**src/fcd_pkg.sv**
```systemverilog
// ----------------------------------------------------------------------------
// fcd_pkg: shared types and constants of the FAST corner detector
// Sizes, configuration codes, circle tables and small helper functions.
// ----------------------------------------------------------------------------
package fcd_pkg;

  localparam int MAX_WIDTH   = 2048;
  localparam int MAX_HEIGHT  = 2048;
  localparam int XW          = $clog2(MAX_WIDTH);   // column counter
  localparam int YW          = $clog2(MAX_HEIGHT);  // row counter
  localparam int DW          = XW + 1;              // clamped width
  localparam int HW          = YW + 1;              // clamped height
  localparam int MIN_DIM     = 7;
  localparam int PIX_W       = 8;
  localparam int SCORE_W     = 8;
  localparam int ENTRY_W     = SCORE_W + 1;         // corner flag + score
  localparam int LINE_ROWS   = 6;
  localparam int WIN         = 7;
  localparam int RING_N      = 16;
  localparam int LANES       = 2 * RING_N;          // dark and bright sides
  localparam int COORD_W     = 11;
  localparam int DATA_W      = 32;
  localparam int PAD_W       = DATA_W - 2 * COORD_W - SCORE_W;
  localparam int QUEUE_DEPTH = 16;
  localparam int QAW         = $clog2(QUEUE_DEPTH);
  localparam int QCW         = $clog2(QUEUE_DEPTH + 1);
  localparam int CFG_IW      = 3;
  localparam int CFG_DW      = 12;

  typedef enum logic [CFG_IW-1:0] {
    CFG_THRESHOLD = 3'd0,
    CFG_SUPPRESS  = 3'd1,
    CFG_PATTERN   = 3'd2,
    CFG_WIDTH     = 3'd3,
    CFG_HEIGHT    = 3'd4
  } fcd_cfg_idx_e;

  typedef enum logic [1:0] {
    PAT_8  = 2'd0,
    PAT_12 = 2'd1,
    PAT_16 = 2'd2
  } fcd_pat_e;

  typedef struct packed {
    logic [SCORE_W-1:0] threshold;
    logic               suppress;
    logic [1:0]         pattern;
    logic [DW-1:0]      width;
    logic [HW-1:0]      height;
  } fcd_cfg_t;

  typedef struct packed {
    logic          vld;
    logic [XW-1:0] cx;
    logic [YW-1:0] cy;
  } fcd_pos_t;

  typedef struct packed {
    logic               vld;
    logic [XW-1:0]      cx;
    logic [YW-1:0]      cy;
    logic               flag;
    logic [SCORE_W-1:0] score;
  } fcd_cand_t;

  typedef struct packed {
    logic [XW-1:0]      x;
    logic [YW-1:0]      y;
    logic [SCORE_W-1:0] score;
  } fcd_result_t;

  // circle offsets (x, y); short rings padded with the centre
  localparam int R16_X [RING_N] = '{0, 1, 2, 3, 3, 3, 2, 1, 0, -1, -2, -3, -3, -3, -2, -1};
  localparam int R16_Y [RING_N] = '{3, 3, 2, 1, 0, -1, -2, -3, -3, -3, -2, -1, 0, 1, 2, 3};
  localparam int R12_X [RING_N] = '{0, 1, 2, 2, 2, 1, 0, -1, -2, -2, -2, -1, 0, 0, 0, 0};
  localparam int R12_Y [RING_N] = '{2, 2, 1, 0, -1, -2, -2, -2, -1, 0, 1, 2, 0, 0, 0, 0};
  localparam int R8_X  [RING_N] = '{0, 1, 1, 1, 0, -1, -1, -1, 0, 0, 0, 0, 0, 0, 0, 0};
  localparam int R8_Y  [RING_N] = '{1, 1, 0, -1, -1, -1, 0, 1, 0, 0, 0, 0, 0, 0, 0, 0};

  function automatic int pat_points(logic [1:0] pat);
    int n;
    case (pat)
      PAT_8:   n = 8;
      PAT_12:  n = 12;
      default: n = 16;
    endcase
    return n;
  endfunction

  // lane of the same side, k places on round a ring of n points
  function automatic logic [4:0] lane_idx(int l, int k, int n);
    int i;
    int s;
    i = l % RING_N;
    s = i + k;
    if (s >= n) s = s - n;
    return {l >= RING_N, 4'(s)};
  endfunction

  function automatic logic [SCORE_W-1:0] min8(logic [SCORE_W-1:0] a, logic [SCORE_W-1:0] b);
    return (a < b) ? a : b;
  endfunction

  function automatic logic [SCORE_W-1:0] max8(logic [SCORE_W-1:0] a, logic [SCORE_W-1:0] b);
    return (a > b) ? a : b;
  endfunction

endpackage

```
**src/fcd_queue.sv**
```systemverilog
// ----------------------------------------------------------------------------
// fcd_queue: result queue between decision logic and output port
// Small register FIFO; the caller guarantees it never overflows.
// ----------------------------------------------------------------------------
module fcd_queue (
  input  logic                  clk_i,
  input  logic                  rst_ni,
  input  logic                  push_i,
  input  fcd_pkg::fcd_result_t  data_i,
  input  logic                  pop_i,
  output logic                  valid_o,
  output fcd_pkg::fcd_result_t  data_o
);
  import fcd_pkg::*;

  fcd_result_t    mem_q [QUEUE_DEPTH];
  logic [QAW-1:0] wptr_q, rptr_q;
  logic [QCW-1:0] cnt_q;

  always_ff @(posedge clk_i or negedge rst_ni) begin
    if (!rst_ni) begin
      wptr_q <= '0;
      rptr_q <= '0;
      cnt_q  <= '0;
    end else begin
      if (push_i) wptr_q <= wptr_q + QAW'(1);
      if (pop_i)  rptr_q <= rptr_q + QAW'(1);
      cnt_q <= cnt_q + QCW'(push_i) - QCW'(pop_i);
    end
  end

  always_ff @(posedge clk_i) begin
    if (push_i) mem_q[wptr_q] <= data_i;
  end

  assign valid_o = (cnt_q != '0);
  assign data_o  = mem_q[rptr_q];

endmodule

```
**config.mk**
```make
export PLATFORM = sky130hd
export DESIGN_NAME = fcd_queue
export DESIGN_NICKNAME = d
export VERILOG_FILES = /design/src/fcd_pkg.sv /design/src/fcd_queue.sv
export SDC_FILE = /design/constraint.sdc
export NUM_CORES = 1
export LEC_CHECK = 0
export BUFFER_PORTS_ARGS = -buffer_cell sky130_fd_sc_hd__buf_2
export CORE_ASPECT_RATIO = 0.8
export CORE_UTILIZATION = 64
export CTS_BUF_LIST = sky130_fd_sc_hd__clkbuf_2
export CTS_CLUSTER_DIAMETER = 30
export DETAILED_ROUTE_END_ITERATION = 8
export PLACE_DENSITY = 0.82
export SETUP_SLACK_MARGIN = 0.5
export SYNTH_ARGS = -nofsm -noshare
export SYNTH_HDL_FRONTEND = slang
export SYNTH_SLANG_ARGS = --single-unit
```
**constraint.sdc**
```tcl
create_clock -name clk_i -period 3.8 [get_ports clk_i]
set_clock_uncertainty 0.05 [all_clocks]
set_input_delay 0.57 -clock clk_i [delete_from_list [all_inputs] [get_ports clk_i]]
set_output_delay 0.57 -clock clk_i [all_outputs]
set_load 0.02 [all_outputs]
```
==> impl_metrics.toml <==
[layout]
regArea_sq_um = 14700
final_util = 0.765
layout-drive-gt1-share = 0.398
multi_input_area_sq_um = 4150
nets = 1087
nFillCells = 1506
syn_to_final_growth_pct = 16.0

[synth]
synth_edf_count = 480
synth-seq-cells = 493
synthesis.area_sq_um = 18900
syn_nets = 861
synthFlopType = "edfxtp_1"
synth.most_common_cell = "edfxtp_1"
syn_area_per_cell_sq_um = 23.2
synth_commonest_cells = "480 x edfxtp_1, 87 x mux4_2, 60 x a22oi_1, 37 x nand2_1, 33 x mux4_1"
synth_cell_types = 28
synth_area_leaders = "edfxtp_1 76%, mux4_2 10%, mux4_1 4.6%"
synth_warnings = 0
async_flop_share = 0.0264
synth.top_cell.area_share = 0.762
yosysSeqAreaShare = 0.779
netlist_instances = 815
synth_top_cell_by_area = "edfxtp_1"

[worst_setup_path]
critPathLaunchType = "flop"
cpMostUsedCell = "buf_12"
end_kind = "primary output"
cp_max_fo = 8
slowest_delay_ps = 590
required_ps = 3180
path_cells = "buf_12 > buf_12 > buf_16 > mux4_1 > a22oi_2 > nand2_1 > buf_2"
r2r_start = "wptr_q[3]"
startpoint = "rptr_q[0]"
critical-path-slowest-cell = "mux4_1"
critPathKind = "reg2out"
crit_arrival_ps = 2870

[global_routing]
grt_pass1_vias = 9980
gr-total-overflow = 0
grt.total_usage = 0.282
met1_usage = 0.400
grt_use_met2 = 0.445
grt_first_pass_wirelength_mm = 60.7
grt_max_degree = 37
busiest_layer = "met2"
grtUsageMet3 = 0.0666
antenna_found_initial = 1

[sta]
hold_violations = 0
hold_ws_ps = 365
setup_viol_count_final = 0
period_share = 0.919
slew_viol_final = 0
worstMarginPinSlew_ps = 880
tns_ps = 0
min_period_ps = 3490
relSlewSlack = 0.412
max_freq_mhz = 286
rsz0062_at_grt = "true"

[place]
dp_hpwl_mm = 20.5
gp_congestion = 0.702
io_buffers = 64

[run]
drv_cap = 0

[clock_network]
cts-root-buf = "clkbuf_2"
insertion_delay_ps = 940
cts-buffers-inserted = 108
h-tree-depth = 3
clockBufferDepth = 3
cts_tree = "built"
clk_pin_slew_ps = 100
cts_sinks = 493

[floorplanning]
die_w_um = 194
rows = 55
design.die.area_sq_um = 30300
start_util = 0.659
core_sq_um = 28700
die_y_um = 156
io_pins = 65

[detailed_routing]
vias = 9592
drc = 0
via_per_inst = 6.43
drt_iter0_markers = 1121
drtAntennaViolNets = 0
drt-total-wl_mm = 42.1
first_pass_iters = 5
wl_per_cell_um = 28.2

[worst_hold_path]
min_path_type = "in2reg"
min_from = "pop_i"

[power_and_ir_drop]
power.density_nw_per_um2 = 738
p_leak_uw = 0.00747
ir_drop_mv = 0.622

[run_status]
status = "finished clean"
-- flip-flops by register name, summed over array words and instances, names as in the netlist --
register  flops
rptr_q        4
mem_q       480
wptr_q        4
cnt_q         5
-- metrics by stage --
stage	cells	area, sq um	setup slack (ps)	total power, uW
2_1_floorplan	815	18900	1050	10400
3_3_place_gp	1239	19900	953	11700
3_5_place_dp	1239	19900	945	11800
4_1_cts	1485	21600	273	15700
5_1_grt	1492	21900	197	16900
6_report	1492	21900	308	16200
-- final timing paths --
kind | endpoint | slack, ps | cells past startpoint
setup / recovery | data_o[18] | 310 | 7
hold / removal | rptr_q[0] | 360 | 3
setup reg to reg | mem_q[8][13] | 1260 | 3
hold reg to reg | cnt_q[4] | 480 | 2
max in group asynchronous | rptr_q[0] | 2530 | 3
min in group asynchronous | rptr_q[1] | 680 | 3
-- metal layers --
metal	share of wire	up-vias
li1	-	3994
met1	0.39	4967
met2	0.50	578
met3	0.095	53
met4	0.016	0
met5	0	-
-- cell usage in the layout (no fill, tap or decap), drive strengths merged, types with 11 or more instances in the layout --
master       synthesis  routed
a22oi               60      60
buf                 24     122
clkbuf              19     154
clkinv               0      33
dfrtp               13      13
dlygate4sd3          0      34
edfxtp             480     480
ha                  11      11
mux4               120     120
nand2               37      37
nor2                14      14
-- worst max-delay path, delay by kind of cell (launching register included) --
kind,cells,cell delay [ps]
flops,1,450
buf+inv,4,630
compound gates,1,160
mux,1,590
simple gates,1,70
-- cell type report --
type | instances | share of cell area
Tap cell | 370 | 0.0211
Sequential cell | 493 | 0.672
Multi-Input combinational cell | 271 | 0.189
Timing Repair Buffer | 159 | 0.0725
Antenna cell | 2 | 0.000228
Inverter | 8 | 0.00137
Clock buffer | 151 | 0.0344
Clock inverter | 38 | 0.00941
-- power by group --
part           switching [uW]  internal (uW)  leakage (uW)
clock                    1950           1210      0.000730
sequential                270           6570       0.00449
combinational            3300           2900       0.00225
-- cell families (layout without fill, tap and decap cells) --
logic type | count (synthesis) | after routing | share of synthesized area
xor gates and xnor gates | 10 | 10 | 0.00463
DFF | 493 | 493 | 0.779
muxes | 121 | 121 | 0.150
and+or+nand+nor | 63 | 63 | 0.0138
AOI/OAI and AO/OA | 65 | 65 | 0.0254
other | 0 | 2 | 0
adders and majority gates | 12 | 12 | 0.00833
buffers and inverters | 51 | 356 | 0.0187
-- repair_timing --
item | CTS | global route
hold endpoints to repair | 501 | 0
gates resized for setup | 36 | 62
pin swaps | 8 | 22
gates cloned | 6 | 3
setup buffers | 17 | 2
endpoints found under the setup margin | 30 | 30
hold buffers | 34 | 0
No activity file was read; power rests on OpenSTA's default activity.
